==> src/hdl/n7seg_pkg.sv <==
`timescale 1ns / 1ps
// ----------------------------------------------------------------------------
// n7seg_pkg
// Types, constants and the glyph table for the seven-segment number formatter.
// ----------------------------------------------------------------------------
package n7seg_pkg;

  localparam int DIGITS_DEFAULT = 4;

  localparam int VALUE_W  = 32;
  localparam int RADIX_W  = 5;
  localparam int FRAC_W   = 3;
  localparam int IN_W     = 40;
  localparam int SEG_W    = 8;
  localparam int OUT_W    = 4 * SEG_W;

  localparam int FRAC_BITS = 16;
  localparam int PROD_W    = 48;
  localparam int RND_W     = PROD_W - FRAC_BITS;
  localparam int CMP_W     = 33;
  localparam int CNT_W     = 4;

  localparam logic [RADIX_W-1:0]   RADIX_MIN  = 5'd2;
  localparam logic [RADIX_W-1:0]   RADIX_MAX  = 5'd16;
  localparam logic [FRAC_W-1:0]    FRAC_MAX   = 3'd4;
  localparam logic [FRAC_BITS-1:0] ROUND_HALF = 16'h8000;

  localparam logic [SEG_W-1:0] SEG_BLANK = 8'h00;
  localparam logic [SEG_W-1:0] SEG_MINUS = 8'h40;

  typedef enum logic [2:0] {
    ST_IDLE,
    ST_LIMIT,
    ST_SCALE,
    ST_CONV,
    ST_FMT
  } state_t;

  function automatic logic [6:0] glyph(input logic [3:0] d);
    logic [6:0] g;
    unique case (d)
      4'h0: g = 7'h3F;
      4'h1: g = 7'h06;
      4'h2: g = 7'h5B;
      4'h3: g = 7'h4F;
      4'h4: g = 7'h66;
      4'h5: g = 7'h6D;
      4'h6: g = 7'h7D;
      4'h7: g = 7'h07;
      4'h8: g = 7'h7F;
      4'h9: g = 7'h6F;
      4'hA: g = 7'h77;
      4'hB: g = 7'h7C;
      4'hC: g = 7'h39;
      4'hD: g = 7'h5E;
      4'hE: g = 7'h79;
      4'hF: g = 7'h71;
      default: g = 7'h00;
    endcase
    return g;
  endfunction

endpackage

==> src/hdl/number_to_seven_segment_digits_unit.sv <==
`timescale 1ns / 1ps
// ----------------------------------------------------------------------------
// number_to_seven_segment_digits_unit
// Formats a signed Q16.16 value in radix 2..16 as four seven-segment patterns.
// ----------------------------------------------------------------------------
// Channel   Direction  Payload
// s_axis    in         tdata: value[31:0], radix[36:32], fraction_digits[39:37]
// m_axis    out        tdata: segments_0..segments_3 (8 bits each, low first)
//                      tuser: overflow
//
// A transaction passes through LIMIT (limit = radix**DIGITS, radix**(DIGITS-1)
// when negative), SCALE (up to F scalings by the radix for the clamped fraction
// request F), CONV (bit-serial radix conversion, one bit of the scaled number
// per cycle) and FMT. An overflow skips CONV.
// Reset is synchronous and clears the sequencer and the output valid.
// A result held by a stalled m_axis blocks only the formatting step; the next
// input is taken as soon as the sequencer is idle.
// ----------------------------------------------------------------------------
module number_to_seven_segment_digits_unit
  import n7seg_pkg::*;
#(
  parameter int DIGITS = DIGITS_DEFAULT
) (
  input  logic             clk,
  input  logic             rst,
  input  logic             s_axis_tvalid,
  output logic             s_axis_tready,
  input  logic [IN_W-1:0]  s_axis_tdata,   // value, radix, fraction_digits
  output logic             m_axis_tvalid,
  input  logic             m_axis_tready,
  output logic [OUT_W-1:0] m_axis_tdata,   // segments_0, _1, _2, _3
  output logic             m_axis_tuser    // overflow
);

  localparam int NUM_W   = 4 * DIGITS;
  localparam int LIMIT_W = 4 * DIGITS + 1;
  localparam int LCNT_W  = $clog2(DIGITS + 1);
  localparam int BCNT_W  = $clog2(NUM_W);

  state_t state, state_next;

  logic [VALUE_W-1:0] raw;
  logic               neg;
  logic [RADIX_W-1:0] base;
  logic [FRAC_W-1:0]  reqf;
  logic [LIMIT_W-1:0] limit;
  logic [LCNT_W-1:0]  lcnt;
  logic [PROD_W-1:0]  prod;
  logic [FRAC_W-1:0]  k;
  logic [FRAC_W-1:0]  f;
  logic               found;
  logic               err;
  logic [NUM_W-1:0]   num;
  logic [BCNT_W-1:0]  bcnt;
  logic [3:0]         dig      [DIGITS];
  logic [3:0]         dig_next [DIGITS];

  logic [VALUE_W-1:0] in_value;
  logic [RADIX_W-1:0] in_radix;
  logic [FRAC_W-1:0]  in_frac;
  logic [RADIX_W-1:0] in_base;
  logic [FRAC_W-1:0]  in_reqf;
  logic               accept;
  logic               out_load;
  logic [VALUE_W-1:0] mag;
  logic [PROD_W-1:0]  prod_rnd;
  logic [RND_W-1:0]   rnd;
  logic               fits;
  logic               more;
  logic [DIGITS:0]    carry;
  logic [DIGITS-1:0]  dig_nz;
  logic               nz;
  logic [CNT_W-1:0]   ndig;
  logic [CNT_W-1:0]   fp1;
  logic [CNT_W-1:0]   count;
  logic [SEG_W-1:0]   seg [4];

  assign in_value = s_axis_tdata[31:0];
  assign in_radix = s_axis_tdata[36:32];
  assign in_frac  = s_axis_tdata[39:37];
  assign in_base  = (in_radix < RADIX_MIN) ? RADIX_MIN :
                    (in_radix > RADIX_MAX) ? RADIX_MAX : in_radix;
  assign in_reqf  = (in_frac > FRAC_MAX) ? FRAC_MAX : in_frac;

  assign accept   = s_axis_tvalid && s_axis_tready;
  assign out_load = (state == ST_FMT) && (!m_axis_tvalid || m_axis_tready);

  assign mag      = neg ? (~raw + 32'd1) : raw;
  assign prod_rnd = prod + PROD_W'(ROUND_HALF);
  assign rnd      = prod_rnd[PROD_W-1:FRAC_BITS];
  assign fits     = CMP_W'(rnd) < CMP_W'(limit);
  assign more     = fits && (k < reqf);

  // one bit of num into the digit row: digits = digits * 2 + bit, in radix base
  assign carry[0] = num[NUM_W-1];
  for (genvar i = 0; i < DIGITS; i++) begin : g_chain
    logic [4:0] t;
    assign t            = {dig[i], 1'b0} + 5'(carry[i]);
    assign carry[i + 1] = (t >= base);
    assign dig_next[i]  = (t >= base) ? 4'(t - base) : t[3:0];
    assign dig_nz[i]    = |dig[i];
  end

  always_comb begin
    ndig = '0;
    for (int i = 0; i < DIGITS; i++) begin
      if (dig_nz[i]) ndig = CNT_W'(i + 1);
    end
  end

  assign nz    = |dig_nz;
  assign fp1   = CNT_W'(f) + CNT_W'(1);
  assign count = !nz ? CNT_W'(1) : ((ndig > fp1) ? ndig : fp1);

  for (genvar j = 0; j < 4; j++) begin : g_seg
    localparam int I = 3 - j;
    if (I < DIGITS) begin : g_on
      assign seg[j] = err ? ((j == 6 - DIGITS) ? SEG_BLANK : SEG_MINUS) :
                      (CNT_W'(I) < count) ?
                        {(nz && (f != '0) && (f == FRAC_W'(I))), glyph(dig[I])} :
                      (neg && (CNT_W'(I) == count)) ? SEG_MINUS : SEG_BLANK;
    end else begin : g_off
      assign seg[j] = SEG_BLANK;
    end
  end

  assign s_axis_tready = (state == ST_IDLE);

  always_ff @(posedge clk) begin
    if (rst) begin
      state <= ST_IDLE;
    end else begin
      state <= state_next;
    end
  end

  always_comb begin
    state_next = state;
    unique case (state)
      ST_IDLE: begin
        if (accept) state_next = ST_LIMIT;
      end
      ST_LIMIT: begin
        if (lcnt == '0) state_next = ST_SCALE;
      end
      ST_SCALE: begin
        if (!more) state_next = (found || fits) ? ST_CONV : ST_FMT;
      end
      ST_CONV: begin
        if (bcnt == '0) state_next = ST_FMT;
      end
      ST_FMT: begin
        if (out_load) state_next = ST_IDLE;
      end
      default: state_next = ST_IDLE;
    endcase
  end

  always_ff @(posedge clk) begin
    unique case (state)
      ST_IDLE: begin
        if (accept) begin
          raw   <= in_value;
          neg   <= in_value[VALUE_W-1];
          base  <= in_base;
          reqf  <= in_reqf;
          limit <= LIMIT_W'(1);
          lcnt  <= in_value[VALUE_W-1] ? LCNT_W'(DIGITS - 1) : LCNT_W'(DIGITS);
          k     <= '0;
          f     <= '0;
          found <= 1'b0;
          err   <= 1'b0;
          num   <= '0;
          bcnt  <= BCNT_W'(NUM_W - 1);
          dig   <= '{default: '0};
        end
      end
      ST_LIMIT: begin
        prod <= PROD_W'(mag);
        if (lcnt != '0) begin
          limit <= LIMIT_W'(limit * LIMIT_W'(base));
          lcnt  <= lcnt - LCNT_W'(1);
        end
      end
      ST_SCALE: begin
        if (fits) begin
          num   <= rnd[NUM_W-1:0];
          f     <= k;
          found <= 1'b1;
        end
        if (more) begin
          prod <= PROD_W'(prod * PROD_W'(base));
          k    <= k + FRAC_W'(1);
        end else begin
          err <= !(found || fits);
        end
      end
      ST_CONV: begin
        dig  <= dig_next;
        num  <= {num[NUM_W-2:0], 1'b0};
        bcnt <= bcnt - BCNT_W'(1);
      end
      ST_FMT: begin
      end
      default: begin
      end
    endcase
  end

  always_ff @(posedge clk) begin
    if (rst) begin
      m_axis_tvalid <= 1'b0;
    end else if (out_load) begin
      m_axis_tvalid <= 1'b1;
    end else if (m_axis_tready) begin
      m_axis_tvalid <= 1'b0;
    end
  end

  always_ff @(posedge clk) begin
    if (out_load) begin
      m_axis_tdata <= {seg[3], seg[2], seg[1], seg[0]};
      m_axis_tuser <= err;
    end
  end

  a_conv_no_err: assert property (@(posedge clk) disable iff (rst)
    (state == ST_CONV) |-> (!err && found))
    else $error("conversion running on an overflowed value");

  a_digit_in_range: assert property (@(posedge clk) disable iff (rst)
    (state == ST_CONV) |-> ({1'b0, dig[DIGITS-1]} < base))
    else $error("top digit outside radix");

  a_frac_bound: assert property (@(posedge clk) disable iff (rst)
    (state == ST_FMT && !err) |-> (f <= reqf))
    else $error("chosen fraction count above request");

  a_overflow_no_point: assert property (@(posedge clk) disable iff (rst)
    (m_axis_tvalid && m_axis_tuser) |->
      (!m_axis_tdata[7] && !m_axis_tdata[15] && !m_axis_tdata[23] && !m_axis_tdata[31]))
    else $error("decimal point shown with overflow");

endmodule
==> config.mk <==
export PLATFORM = sky130hd
export DESIGN_NAME = number_to_seven_segment_digits_unit
export DESIGN_NICKNAME = d
export VERILOG_FILES = /design/src/hdl/n7seg_pkg.sv /design/src/hdl/number_to_seven_segment_digits_unit.sv
export SDC_FILE = /design/constraint.sdc
export NUM_CORES = 1
export LEC_CHECK = 0
export ABC_AREA = 1
export BUFFER_PORTS_ARGS = -buffer_cell sky130_fd_sc_hd__buf_2
export CAP_MARGIN = 20
export CORE_ASPECT_RATIO = 0.6
export CORE_MARGIN = 3
export CORE_UTILIZATION = 50
export CTS_CLUSTER_DIAMETER = 30
export DETAILED_ROUTE_END_ITERATION = 7
export PLACE_DENSITY = 0.67
export SYNTH_ARGS = -nofsm -noshare
export SYNTH_HDL_FRONTEND = slang
export SYNTH_SLANG_ARGS = --single-unit
export TNS_END_PERCENT = 5
==> constraint.sdc <==
create_clock -name clk -period 17.56 [get_ports clk]
set_input_delay 0.878 -clock clk [delete_from_list [all_inputs] [get_ports clk]]
set_output_delay 0.878 -clock clk [all_outputs]
set_load 0.01 [all_outputs]
# Word-level counts from Yosys, hierarchy flattened
# Memories as Yosys holds them, arrays and structs flattened. A register that Yosys moved wholly into a read port is not among the register bits.
# Index checks and enable logic that the tools add are counted.
# W data, S select, Z words.
[word_totals]
reg_bits = 190
mem_bits_ro = 448
input_bits = 44
out_inout_bits = 35
wordCells = 176
n_memories = 4
[mem_list]
columns = ["name", "depth", "width", "read_ports", "rd_ports_with_merged_regs", "write_ports", "line_no", "rtl"]
rows = [
  ["(name not given)", 16, 7, 1, 1, 0, "n7seg_pkg.sv:41", "unique case (d)"],
  ["(name not given)", 16, 7, 1, 1, 0, "n7seg_pkg.sv:41", ""],
  ["(name not given)", 16, 7, 1, 1, 0, "n7seg_pkg.sv:41", ""],
  ["(name not given)", 16, 7, 1, 1, 0, "n7seg_pkg.sv:41", ""],
]
[classes]
n_addsub = 14
mul = 2
n_lt_le_gt_ge = 14
eq_ne = 18
mux = 57
bitwise = 1
n_reduce_logical = 44
[op_table]
columns = ["cell", "n"]
rows = [
  ["$pmux W48 S2", 1],
  ["$mux W4", 13],
  ["$add A48 B16 Y48 const B", 1],
  ["$mul A48 B5 Y48", 1],
  ["$mux W48", 1],
  ["$pmux W16 S3", 1],
  ["$mux W3", 12],
  ["$mux W17", 2],
  ["$pmux W17 S2", 1],
  ["$add A32 B1 Y32 const B", 1],
  ["$lt A32 B17 Y1", 1],
  ["$mux W16", 2],
  ["$mux W32", 1],
  ["$mux W8", 4],
  ["$not A32 Y32", 1],
  ["$pmux W16 S2", 1],
  ["$mux W7", 4],
  ["$add A5 B1 Y5", 4],
  ["$ge A5 B5 Y1", 4],
  ["$pmux W3 S2", 3],
  ["$mul A17 B5 Y17", 1],
  ["$reduce_or A16 Y1", 1],
  ["$reduce_or A4 Y1", 4],
  ["$sub A4 B4 Y4", 4],
  ["34 further kinds", 81],
]

# Longest topological paths before layout
[logic_depth]
depth_word = 12
mapped_depth = 35
ltp_nobuf = 32

# Worst setup path after synthesis
# OpenSTA, ideal clock, no wires.
[synth_path]
path_type = "register to register"
start = "register base[3]"
end = "register (tool-made name)"
setup_time_ns = 0.130
arrival_time_ns = 5.509
required_ns = 17.430
path_slack_ns = 11.921
path_stages_with_launch = 32
path_buffers = 3
synth_period_minus_slack_ns = 5.639
path_cell_list = "edfxtp_1 clkbuf_1 clkbuf_1 buf_1 inv_1 ha_1 nand2_1 inv_1 a221oi_1 nand3_1 inv_1 ha_1 a41oi_1 nand2_1 a21oi_4 ha_1 a41oi_1 nand2_1 a21oi_4 ha_1 a41oi_1 nand2_1 a21oi_2 inv_1 nand2_1 nand3_1 o21ai_0 inv_1 ha_1 inv_1 o21ai_0 o21ai_0"
[synth_lines]
columns = ["element", "line_no", "rtl"]
rows = [
  ["start: declaration", "number_to_seven_segment_digits_unit.sv:44", "logic [RADIX_W-1:0] base;"],
  ["start signal: assignment", "number_to_seven_segment_digits_unit.sv:165", "base <= in_base;"],
]

==> qor_table.md <==
| Step | Item | Value |
|---|---|---|
| timing | Least-Margin Pin Slew | 1.09 ns |
| floorplanning | Die extent in x | 273 um |
| timing | Sum of negative setup slack | 0 ns |
| logic synthesis | Synthesized netlist net count | 3,136 |
| clock network | Number of gates resized after cts | 0 |
| place | Pre-CTS WS | 11.66 ns |
| clock network | Root buffer cell | sky130_fd_sc_hd__clkbuf_16 |
| route | Drt pass-1 iters | 6 |
| critical path | Worst Setup End Kind | flop |
| finish | Synth-to-layout area growth | 11.9% |
| timing | Fin worst setup slack | 11.60 ns |
| logic synthesis | Leading area contributor after synthesis | sky130_fd_sc_hd__edfxtp_1 |
| timing | Tcrit/Tclk final | 33.9% |
| route | Via count | 18,700 |
| clock network | Clock input transition at the sequential cells of the worst setup and hold paths | 0.06 ns |
| clock network | Number of H-tree levels | 2 |
| floorplanning | Starting density of the core | 51.0% |
| logic synthesis | Share of Yosys cell area claimed by the top area cell type | 25.9% |
| critical path | CP max stage delay | 0.33 ns |
| place | Post-DP HPWL | 47,600 um |
| floorplanning | Die Ht | 166 um |
| timing | Number of failing setup endpoints in the final timing report | 0 |
| global routing | Maximum number of pins on one net before global-route repair | 68 |
| logic synthesis | Proportion of synthesized chip area in sequential cells | 28.2% |
| timing | Max Transition Viols Final | 0 |
| outcome | Outcome | completed |
| timing | Tmin final | 5.96 ns |
| critical path | Sort of element at the start of the critical path | flop |
| floorplanning | Standard-cell row count | 58 |
| global routing | Number of global-route vias before repair | 18,200 |
| global routing | Aggregate global routing overflow | 0 |
| clock network | Hold-fix buffer count after cts | 0 |
| route | Remaining antenna violation count | 0 |
| clock network | Clock Tree Buf Depth | 3 |
| finish | Final std cells w/o fill | 3,436 |
| critical path | Worst-path maximum fanout | 28 |
| clock network | CTS tree | done |
| logic synthesis | Top_reg_cell synth | sky130_fd_sc_hd__edfxtp_1 |
| min path | Type of the tightest min-delay check | primary input to flop |
| floorplanning | Core ar. | 42,100 sq um |
| finish | Share of layout cells above drive strength 1 | 8.17% |
| logic synthesis | Combined area of all synthesized cells | 21,500 sq um |
| clock network | Clock sink count | 210 |
| timing | Final Hold Violating Endpoints | 0 |
| logic synthesis | Share of synthesized flip-flops with an asynchronous set or reset | 0% |
| timing | Max_slew headroom | 26.5% |
| timing | Unrepaired setup endpoints after global routing | no |
| logic synthesis | Top cells by area in the synthesized netlist | sky130_fd_sc_hd__edfxtp_1 (26%), sky130_fd_sc_hd__fa_1 (16%), sky130_fd_sc_hd__nand2_1 (12%) |
| global routing | Number of antenna violations at the first check in global routing | 2 |
| floorplanning | Overall die area | 45,500 sq um |
| route | Average wire per cell in the routed design | 18.0 um |
| logic synthesis | Total of warnings raised by yosys | 0 |
| logic synthesis | Count of flip-flops with a built-in enable after synthesis | 185 |
| logic synthesis | Number of synthesized register bits | 210 |
| place | Number of placed cells counting well taps | 3,349 |
| logic synthesis | Unique cell type count in the Yosys netlist | 60 |
| global routing | First-pass GRT wire length | 100,000 um |
| global routing | Tot GR Track Use | 27.9% |
| place | Port-buffer cells | 78 |
| route | Detailed Route Iter0 Violations | 2,171 |
| finish | Layout Utilization | 57.1% |
| floorplanning | Top-level port count | 79 |
| critical path | Class of the most critical setup path | flop to flop |
| clock network | Total clock buffers created by CTS | 45 |
| critical path | Data arrival at the endpoint of the critical path | 6.41 ns |
| place | Gp weighted congestion | 0.974 |
| critical path | Cell at the slowest stage of the critical path | sky130_fd_sc_hd__ha_1 |
| route | Number of vias per cell after detailed routing | 5.45 |
| logic synthesis | Avg Cell Area, Syn | 7.75 sq um |
| route | Total Wirelength | 61,800 um |
| timing | Post-Route Skew | 0.0412 ns |
| clock network | Number of buffers inserted to repair setup after CTS | 0 |
| timing | Highest achievable clock rate | 0.168 GHz |
| finish | Final net count | 3,194 |
| route | Number of DRC violations after detailed routing | 0 |
| clock network | Source-to-sink clock delay at the later pin of the worst-skew pair | 0.58 ns |
| logic synthesis | Cells after Synth | 2,770 |
| critical path | Required time reported for the critical path endpoint | 18.01 ns |
| flow run | Max_cap viols | 0 |
path summary, 6_finish.rpt:
check	startpoint	end	slack, ns	cells after the start
setup reg to reg	base[1]	flop	11.60	28
hold / removal	s_axis_tdata[27]	raw[27]	0.48	1
hold reg to reg	state[0]	state[0]	0.50	2
setup / recovery	base[1]	flop	11.60	28
cells by family after synthesis:
| group | after synthesis | share of synthesized area [%] |
|---|---|---|
| DFF | 210 | 28.2 |
| other | 1 | 0.0175 |
| xor gates and xnor gates | 51 | 2.08 |
| buffers and inverters | 636 | 11.5 |
| adders and majority gates | 322 | 24.8 |
| AOI/OAI and AO/OA | 428 | 11.4 |
| and+or+nand+nor | 1122 | 21.9 |
layer usage:
metal	routed length, um	track usage [%]	share of wire [%]
met1	30600	44.7	50
met4	826	4.84	1.3
met5	0	0	0
met3	8200	11.0	13
met2	22100	35.0	36
cells in the final DEF, fill, tap and decap left out, types with 11 or more instances in the layout:
cell / n
sky130_fd_sc_hd__a21o_1: 13
sky130_fd_sc_hd__xnor2_1: 26
sky130_fd_sc_hd__clkbuf_16: 45
sky130_fd_sc_hd__nand2_2: 12
sky130_fd_sc_hd__nand3_1: 84
sky130_fd_sc_hd__edfxtp_1: 185
sky130_fd_sc_hd__nor3_1: 21
sky130_fd_sc_hd__o22ai_1: 11
sky130_fd_sc_hd__ha_1: 149
sky130_fd_sc_hd__o21a_1: 11
sky130_fd_sc_hd__nor2_1: 220
sky130_fd_sc_hd__nand2_1: 710
sky130_fd_sc_hd__o21ai_0: 148
sky130_fd_sc_hd__a31oi_1: 24
sky130_fd_sc_hd__xor2_1: 25
sky130_fd_sc_hd__a22o_1: 16
sky130_fd_sc_hd__fa_1: 173
sky130_fd_sc_hd__nand4_1: 20
sky130_fd_sc_hd__o21ai_1: 11
sky130_fd_sc_hd__buf_2: 78
sky130_fd_sc_hd__dfxtp_1: 25
sky130_fd_sc_hd__inv_1: 544
sky130_fd_sc_hd__buf_4: 17
sky130_fd_sc_hd__a21oi_1: 150
synthesized netlist by cell type, types with 21 or more instances:
cell and number:
sky130_fd_sc_hd__xnor2_1 26, sky130_fd_sc_hd__nor2_1 222, sky130_fd_sc_hd__nand3_1 84, sky130_fd_sc_hd__edfxtp_1 185, sky130_fd_sc_hd__fa_1 173, sky130_fd_sc_hd__xor2_1 25, sky130_fd_sc_hd__a21oi_1 150, sky130_fd_sc_hd__a31oi_1 24
sky130_fd_sc_hd__o21ai_0 149, sky130_fd_sc_hd__ha_1 149, sky130_fd_sc_hd__inv_1 544, sky130_fd_sc_hd__dfxtp_1 25, sky130_fd_sc_hd__clkbuf_1 43, sky130_fd_sc_hd__nor3_1 21, sky130_fd_sc_hd__nand2_1 711
stage by stage:
step           area, sq um  hold slack [ns]
2_1_floorplan        21500            0.458
3_3_place_gp         22300            0.482
5_1_grt              24000            0.462
6_report             24000            0.484
4_1_cts              24000            0.461
3_5_place_dp         22300            0.494
final cells by class:
type                    instances  area [sq um]
clock inverters                37           544
fillers                      3882         18100
inverters                     550          2060
diodes                          1          2.50
repair buffers                 97           541
clock buffers                  47          1130
flip-flops and latches        210          6060
well taps                     570           713
multi-input cells            1924         13000
state kept, by name (all words and copies together), names as in the netlist, named ones only:
register       count
found              1
m_axis_tuser       1
limit             17
base               5
err                1
dig               16
f                  3
lcnt               3
prod              48
bcnt               4
k                  3
reqf               3
m_axis_tdata      32
state              3
m_axis_tvalid      1
num               16
raw               32
worst max-delay path: cells and delay by family, from the launching register on:
family | cells | cell delay, ns
adder cells (fa/ha/maj) | 5 | 1.41
buffers and inverters | 6 | 1.09
flip-flops | 1 | 0.32
AO/OA/AOI/OAI | 11 | 2.30
AND/OR/NAND/NOR | 6 | 0.74
Power is not shown: default switching activity piles up to over one toggle a cycle in this logic, so the estimate is an artifact.
